## src/design/uir_pkg.sv

```systemverilog
// Shared types and constants for the uptime interval reporter.
// Used by uir_div and uptime_interval_reporter_unit; no dependencies.
package uir_pkg;

	// Configuration register indexes
	localparam logic REG_INTERVAL_SECONDS = 1'b0;
	localparam logic REG_TICKS_PER_SECOND = 1'b1;

	// Request kinds
	localparam logic KIND_START = 1'b0;
	localparam logic KIND_POLL  = 1'b1;

	localparam logic [31:0] TPS_RESET = 32'd100000000;

	// Divider iteration count
	localparam int unsigned DIV_ITERS_W = 7;
	localparam logic [DIV_ITERS_W-1:0] DIV_TICK_ITERS = 7'd64;

	// Time split constants
	localparam logic [31:0] SECS_PER_MIN  = 32'd60;
	localparam logic [31:0] MINS_PER_HOUR = 32'd60;
	localparam logic [31:0] HOURS_PER_DAY = 32'd24;

	// Fixed reciprocals, exact for any 32-bit value: ceil(2^37 / 60) and ceil(2^36 / 24)
	localparam logic [31:0] RECIP_60       = 32'h8888_8889;
	localparam int unsigned RECIP_60_SHIFT = 37;
	localparam logic [31:0] RECIP_24       = 32'hAAAA_AAAB;
	localparam int unsigned RECIP_24_SHIFT = 36;

	// Sequencer states, one-hot
	typedef enum logic [11:0] {
		ST_IDLE   = 12'b000000000001,
		ST_DECODE = 12'b000000000010,
		ST_SAT    = 12'b000000000100,
		ST_ACC    = 12'b000000001000,
		ST_DTICK  = 12'b000000010000,
		ST_MSEC   = 12'b000000100000,
		ST_RSEC   = 12'b000001000000,
		ST_MMIN   = 12'b000010000000,
		ST_RMIN   = 12'b000100000000,
		ST_MHR    = 12'b001000000000,
		ST_RHR    = 12'b010000000000,
		ST_PUT    = 12'b100000000000
	} state_t;

	// Divider control from the sequencer
	typedef struct packed {
		logic                   start;
		logic [DIV_ITERS_W-1:0] iters;
	} div_ctl_t;

endpackage

```

## src/design/uir_div.sv

```systemverilog
// Restoring divider, one quotient bit per cycle, 64-bit dividend by 32-bit divisor.
// Depends on uir_pkg for div_ctl_t and the iteration count width.
module uir_div import uir_pkg::*; (
	input  logic        clk,
	input  logic        arst_n,
	input  div_ctl_t    ctl,
	input  logic [63:0] dividend,
	input  logic [31:0] divisor,
	output logic        done,
	output logic [63:0] quotient
);

	logic                   busy_q;
	logic                   done_q;
	logic [DIV_ITERS_W-1:0] cnt_q;
	logic [63:0]            dvd_q;
	logic [31:0]            rem_q;
	logic [31:0]            dsr_q;

	logic [32:0] rem_sh;
	logic [33:0] sub;
	logic        ge;

	// Shift one dividend bit into the partial remainder and trial-subtract
	assign rem_sh = {rem_q, dvd_q[63]};
	assign sub    = {1'b0, rem_sh} - {2'b00, dsr_q};
	assign ge     = ~sub[33];

	// Control: count iterations, pulse done after the last one
	always_ff @(posedge clk or negedge arst_n) begin
		if (!arst_n) begin
			busy_q <= 1'b0;
			done_q <= 1'b0;
			cnt_q  <= '0;
		end else begin
			done_q <= 1'b0;
			if (ctl.start) begin
				busy_q <= 1'b1;
				cnt_q  <= ctl.iters;
			end else if (busy_q) begin
				cnt_q <= cnt_q - 1'b1;
				if (cnt_q == DIV_ITERS_W'(1)) begin
					busy_q <= 1'b0;
					done_q <= 1'b1;
				end
			end
		end
	end

	// Datapath: load operands, then advance one bit per cycle
	always_ff @(posedge clk) begin
		if (ctl.start) begin
			dvd_q <= dividend;
			dsr_q <= divisor;
			rem_q <= '0;
		end else if (busy_q) begin
			dvd_q <= {dvd_q[62:0], ge};
			rem_q <= ge ? sub[31:0] : rem_sh[31:0];
		end
	end

	assign done     = done_q;
	assign quotient = dvd_q;

endmodule

```

## src/design/uptime_interval_reporter_unit.sv

```systemverilog
// Uptime interval reporter. One request in, one result out. A start request goes through
// decode and saturation before the result register; a poll that does not report goes from
// decode straight to it; a poll that reports first runs the restoring divider (skipped when
// the tick rate is zero), which retires one quotient bit per cycle for the tick-to-second division;
// the splits by 60, 60 and 24 then each take a multiply by a fixed reciprocal on the
// shared multiplier and a remainder step. Input is stalled while a request is being worked
// on, so the next request is taken in the cycle after the result register loads at the earliest;
// a stalled result register holds the sequencer in its last state until it frees up.
// Depends on uir_pkg and uir_div.
module uptime_interval_reporter_unit import uir_pkg::*; (
	input  logic        clk,
	input  logic        arst_n,
	// Configuration write channel
	input  logic        cfg_valid,
	output logic        cfg_ready,
	input  logic        cfg_index,
	input  logic [31:0] cfg_data,
	// Request channel
	input  logic        in_valid,
	output logic        in_stall,
	input  logic        kind,
	input  logic [31:0] tick_sample,
	// Result channel
	output logic        out_valid,
	input  logic        out_stall,
	output logic        report_valid,
	output logic [15:0] days,
	output logic [4:0]  hours,
	output logic [5:0]  minutes,
	output logic [5:0]  seconds
);

	state_t state_q;

	logic [31:0] interval_seconds_q;
	logic [31:0] ticks_per_second_q;

	logic [63:0] uptime_q;
	logic [31:0] last_tick_q;
	logic [31:0] interval_q;
	logic        running_q;

	logic        kind_q;
	logic [31:0] sample_q;
	logic [31:0] diff_q;
	logic [63:0] product_q;
	logic [31:0] split_q;

	logic        res_valid_q;
	logic [15:0] res_days_q;
	logic [4:0]  res_hours_q;
	logic [5:0]  res_minutes_q;
	logic [5:0]  res_seconds_q;

	logic        out_valid_q;
	logic        out_report_q;
	logic [15:0] out_days_q;
	logic [4:0]  out_hours_q;
	logic [5:0]  out_minutes_q;
	logic [5:0]  out_seconds_q;

	logic [31:0] diff;
	logic        report_hit;
	logic [63:0] uptime_sum;
	logic [31:0] mul_a;
	logic [31:0] mul_b;
	logic [63:0] mul_full;
	logic [31:0] quot60;
	logic [31:0] rem60;
	logic [31:0] quot24;
	logic [31:0] rem24;
	logic        out_free;

	div_ctl_t    div_ctl;
	logic [63:0] div_dividend;
	logic [31:0] div_divisor;
	logic        div_done;
	logic [63:0] div_quot;

	// Configuration registers, always ready
	assign cfg_ready = 1'b1;

	always_ff @(posedge clk or negedge arst_n) begin
		if (!arst_n) begin
			interval_seconds_q <= '0;
			ticks_per_second_q <= TPS_RESET;
		end else if (cfg_valid && cfg_ready) begin
			unique case (cfg_index)
				REG_INTERVAL_SECONDS: interval_seconds_q <= cfg_data;
				REG_TICKS_PER_SECOND: ticks_per_second_q <= cfg_data;
				default: ;
			endcase
		end
	end

	// Poll decision
	assign diff       = sample_q - last_tick_q;
	assign report_hit = running_q && (interval_q != '0) && (diff >= interval_q);
	assign uptime_sum = uptime_q + {32'b0, diff_q};
	assign out_free   = !out_valid_q || !out_stall;

	assign in_stall = (state_q != ST_IDLE);

	// Shared multiplier: start-time product, then reciprocals for the time split
	always_comb begin
		mul_a = interval_seconds_q;
		mul_b = ticks_per_second_q;
		unique case (state_q)
			ST_MSEC, ST_MMIN: begin
				mul_a = split_q;
				mul_b = RECIP_60;
			end
			ST_MHR: begin
				mul_a = split_q;
				mul_b = RECIP_24;
			end
			default: ;
		endcase
	end

	assign mul_full = {32'b0, mul_a} * {32'b0, mul_b};

	// Quotient and remainder from the registered reciprocal product
	// (seconds per minute and minutes per hour share the same divisor)
	assign quot60 = 32'(product_q[63:RECIP_60_SHIFT]);
	assign rem60  = split_q - quot60 * SECS_PER_MIN;
	assign quot24 = 32'(product_q[63:RECIP_24_SHIFT]);
	assign rem24  = split_q - quot24 * HOURS_PER_DAY;

	// Divider request: uptime ticks by the tick rate
	always_comb begin
		div_ctl.start = (state_q == ST_ACC) && (ticks_per_second_q != '0);
		div_ctl.iters = DIV_TICK_ITERS;
	end

	assign div_dividend = uptime_sum;
	assign div_divisor  = ticks_per_second_q;

	uir_div u_div (
		.clk       (clk),
		.arst_n    (arst_n),
		.ctl       (div_ctl),
		.dividend  (div_dividend),
		.divisor   (div_divisor),
		.done      (div_done),
		.quotient  (div_quot)
	);

	// Sequencer and tracking state
	always_ff @(posedge clk or negedge arst_n) begin
		if (!arst_n) begin
			state_q     <= ST_IDLE;
			running_q   <= 1'b0;
			uptime_q    <= '0;
			last_tick_q <= '0;
			interval_q  <= '0;
		end else begin
			unique case (state_q)
				ST_IDLE: begin
					if (in_valid && !in_stall) begin
						state_q <= ST_DECODE;
					end
				end
				ST_DECODE: begin
					if (kind_q == KIND_START) begin
						last_tick_q <= sample_q;
						uptime_q    <= '0;
						running_q   <= 1'b1;
						state_q     <= ST_SAT;
					end else if (report_hit) begin
						state_q <= ST_ACC;
					end else begin
						state_q <= ST_PUT;
					end
				end
				ST_SAT: begin
					interval_q <= (product_q[63:32] != '0) ? 32'hFFFF_FFFF : product_q[31:0];
					state_q    <= ST_PUT;
				end
				ST_ACC: begin
					uptime_q    <= uptime_sum;
					last_tick_q <= sample_q;
					state_q     <= (ticks_per_second_q != '0) ? ST_DTICK : ST_MSEC;
				end
				ST_DTICK: if (div_done) state_q <= ST_MSEC;
				ST_MSEC:  state_q <= ST_RSEC;
				ST_RSEC:  state_q <= ST_MMIN;
				ST_MMIN:  state_q <= ST_RMIN;
				ST_RMIN:  state_q <= ST_MHR;
				ST_MHR:   state_q <= ST_RHR;
				ST_RHR:   state_q <= ST_PUT;
				ST_PUT: begin
					if (out_free) begin
						state_q <= ST_IDLE;
					end
				end
				default: state_q <= ST_IDLE;
			endcase
		end
	end

	// Request capture and working result registers
	always_ff @(posedge clk) begin
		if (in_valid && !in_stall) begin
			kind_q   <= kind;
			sample_q <= tick_sample;
		end
		if (state_q == ST_DECODE || state_q == ST_MSEC || state_q == ST_MMIN
				|| state_q == ST_MHR) begin
			product_q <= mul_full;
		end
		if (state_q == ST_DECODE) begin
			diff_q        <= diff;
			res_valid_q   <= 1'b0;
			res_days_q    <= '0;
			res_hours_q   <= '0;
			res_minutes_q <= '0;
			res_seconds_q <= '0;
		end
		// A zero tick rate reads as all-ones seconds
		if (state_q == ST_ACC) begin
			split_q <= '1;
		end
		if (state_q == ST_DTICK && div_done) begin
			split_q <= div_quot[31:0];
		end
		if (state_q == ST_RSEC) begin
			res_seconds_q <= rem60[5:0];
			split_q       <= quot60;
		end
		if (state_q == ST_RMIN) begin
			res_minutes_q <= rem60[5:0];
			split_q       <= quot60;
		end
		if (state_q == ST_RHR) begin
			res_hours_q <= rem24[4:0];
			res_days_q  <= quot24[15:0];
			res_valid_q <= 1'b1;
		end
	end

	// Output register: hold while stalled, load when free
	always_ff @(posedge clk or negedge arst_n) begin
		if (!arst_n) begin
			out_valid_q <= 1'b0;
		end else if (state_q == ST_PUT && out_free) begin
			out_valid_q <= 1'b1;
		end else if (out_valid_q && !out_stall) begin
			out_valid_q <= 1'b0;
		end
	end

	always_ff @(posedge clk) begin
		if (state_q == ST_PUT && out_free) begin
			out_report_q  <= res_valid_q;
			out_days_q    <= res_days_q;
			out_hours_q   <= res_hours_q;
			out_minutes_q <= res_minutes_q;
			out_seconds_q <= res_seconds_q;
		end
	end

	assign out_valid    = out_valid_q;
	assign report_valid = out_report_q;
	assign days         = out_days_q;
	assign hours        = out_hours_q;
	assign minutes      = out_minutes_q;
	assign seconds      = out_seconds_q;

endmodule

```

## config.mk

```make
export PLATFORM = sky130hd
export DESIGN_NAME = uptime_interval_reporter_unit
export DESIGN_NICKNAME = d
export VERILOG_FILES = /design/src/design/uir_pkg.sv /design/src/design/uir_div.sv /design/src/design/uptime_interval_reporter_unit.sv
export SDC_FILE = /design/constraint.sdc
export NUM_CORES = 2
export LEC_CHECK = 0
export ABC_AREA = 1
export CAP_MARGIN = 15
export CORE_ASPECT_RATIO = 0.75
export CORE_MARGIN = 1.5
export CORE_UTILIZATION = 55
export DETAILED_ROUTE_END_ITERATION = 10
export DONT_BUFFER_PORTS = 1
export PLACE_DENSITY = 0.7
export RECOVER_POWER = 50
export SYNTH_ARGS = -nofsm -noshare
export SYNTH_HDL_FRONTEND = slang
export SYNTH_SLANG_ARGS = --single-unit
```

## constraint.sdc

```tcl
create_clock -name clk -period 9.05 [get_ports clk]
set_input_delay 0.905 -clock clk [delete_from_list [all_inputs] [get_ports clk]]
set_output_delay 0.905 -clock clk [all_outputs]
set_load 0.02 [all_outputs]
```

==> metrics.yaml <==
boundaryPins: 108
synthSimpleGateAreaFrac_pct: 21.2
max_stage_delay_ns: 0.61
finalHoldViolCount: 0
gp_congestion: 1.08
clock_latency_ns: 0.70
crit_path_end_kind: "flip-flop"
fmax_mhz: 113
viasPerCell: 5.78
hp-class: "in -> async"
area_delta_synth_final_pct: 7.43
violations: "DRC, capacitance limit, slew limit"
synthCells: 7852
path_max_fanout: 21
dieWidth_um: 397
grt_pass1_vias: 53200
synth_top_area_share_pct: 28.1
utilization_pct: 59.5
drv_cap: 7
htree_levels: 2
crit_slowest_cell: "fa_1"
synthXorXnorAreaFrac_pct: 1.63
maxSlewViolCount: 414
yosysUniqueCellTypes: 53
setup_viol: 0
synth-seq-cells: 572
port_buffers: 0
grt.total_usage_pct: 42.6
ys_async_sr_fraction_pct: 37.6
cp-start-kind: "flip-flop"
core_um2: 116000
path_class: "reg -> reg"
drtPass1Iterations: 10
grt_overflow_total: 0
synth_top_family_by_area: "adder cells"
antenna_found_initial: 11
ys.flop_type: "edfxtp_1"
final_common_cell: "nand2_1"
wire_per_inst_um: 26.3
max-slew-margin-rel_pct: -210
drc: 21
drt-total-wl_um: 251000
mappedNetlistArea_um2: 64100
cpMostUsedCell: "fa_1"
grt_max_degree: 153
synth_compound_area_share_pct: 5.36
postRouteAntennaNets: 0
cts_root_buf: "clkbuf_16"
tritoncts: "yes"
path_clk_slew_ns: 0.07
cts_buffer_depth: 3
synthTopCellsByArea: "fa_1, edfxtp_1, nand2_1"
ys_warn_count: 0
fill_cells: 10700
die_area_um2: 119000
critPathArrivalTime_ns: 9.31
yosysSeqAreaShare_pct: 24.5
finalCritPeriodShare_pct: 98.1
synthMuxAreaShare_pct: 0
num_rows: 108
initial_core_util_pct: 55.4
synth_enable_flop_cells: 319
synth_nets: 9223
avgSynthCellArea_um2: 8.16
die_y_um: 299
cts_buffers: 58
worst_pin_slew_ns: 4.64
skew_ns: 0.0794
grt_pass1_wl_um: 364000
vias: 55200
yosysTopAreaCell: "fa_1"
cts_num_sinks: 572
cp.required_ns: 9.48
layout_common_cells: "nand2_1, inv_1, nor2_1, fa_1, ha_1"
detailed_place_hpwl_um: 208000
nets: 9319
dr.first_iter.drc_count: 7108
period_needed_ns: 8.88
status: "complete, but fails checks"
synth_fa_ha_area_share_pct: 35.9
drive_gt1_share_pct: 5.35
[logic make-up after synthesis]
logic type,count (synthesis)
and+or+nand+nor,3382
adders and majority gates,1300
AOI/OAI and AO/OA,595
xor gates and xnor gates,119
DFF,572
other,1
buffers and inverters,1883
[final timing paths]
kind,startpoint,to,slack (ns),cells past startpoint
worst min register to register,res_seconds_q[4],seconds[4],0.41,0
max in group asynchronous,arst_n,u_div.cnt_q[5],4.41,1
worst max register to register,state_q[0],product_q[63],0.17,34
min in group clk,kind,kind_q,0.31,0
worst min-delay path,arst_n,state_q[0],0.06,0
worst max-delay path,state_q[0],product_q[63],0.17,34
[critical path: cells and delay by family (launching register included)]
kind                       cells  cell delay, ns
adders and majority gates      9            4.57
DFF                            1            0.53
and+or+nand+nor               12            1.45
buffers and inverters          9            1.21
AOI/OAI and AO/OA              4            0.77
[through the flow]
| stage | setup TNS, ns | area (um^2) | hold slack, ns | setup slack, ns | cells |
|---|---|---|---|---|---|
| 2_1_floorplan | 0 | 64100 | 0.400 | 1.60 | 7852 |
| 3_3_place_gp | 0 | 66900 | 0.402 | 0.0510 | 9418 |
| 3_5_place_dp | 0 | 66900 | 0.405 | 0.184 | 9418 |
| 4_1_cts | 0 | 68800 | 0.0615 | 0.115 | 9530 |
| 5_1_grt | -0.0151 | 68800 | 0.0532 | -0.00939 | 9538 |
| 6_report | 0 | 68900 | 0.0648 | 0.169 | 9550 |
[Yosys cell counts, types with 9 or more instances]
cell         n
dfrtp_1    202
dfxtp_1     38
o21ai_1     14
a21oi_1    187
and2_1       9
nor4_1      23
inv_2       31
xnor2_1     50
dfstp_2     13
o21ai_0    240
nand3_1    305
buf_4       12
nand2_1   1864
xor2_1      69
a21oi_4      9
nor2_1    1006
a21oi_2     11
a22oi_1     31
clkbuf_1    89
clkinv_1    10
nand3b_1    12
nor3_1      54
o21bai_1    30
nor2_2      13
inv_1     1645
o21a_1      18
ha_1       400
nand4_1     75
o22ai_1     27
or2_2        9
buf_2       82
edfxtp_1   319
fa_1       900
[area by class of cell]
type	instances	area, um^2	share of cell area [%]
diodes	12	30.0	0.0436
flip-flops and latches	572	15700	22.8
clock inverters	29	243	0.352
multi-input cells	5397	41200	59.8
repair buffers	233	1760	2.55
inverters	1686	6370	9.25
clock buffers	81	1630	2.37
well taps	1540	1930	2.80
[routing by layer]
layer,wire length [um],GRT usage [%],vias up
met3,42400,20.1,493
met5,57,0,-
met2,94700,54.7,3667
met4,9250,12.8,8
li1,-,-,24000
met1,104000,63.0,27000
[repair_timing]
item	CTS	global route
setup buffers	0	6
hold buffers	2	0
endpoints found under the setup margin	0	32
resized for setup	0	33
endpoints found under the hold margin	152	0
Power is left out: the tool's default activity adds up to more than one toggle a clock period on the data nets, which glitch-free logic cannot reach.
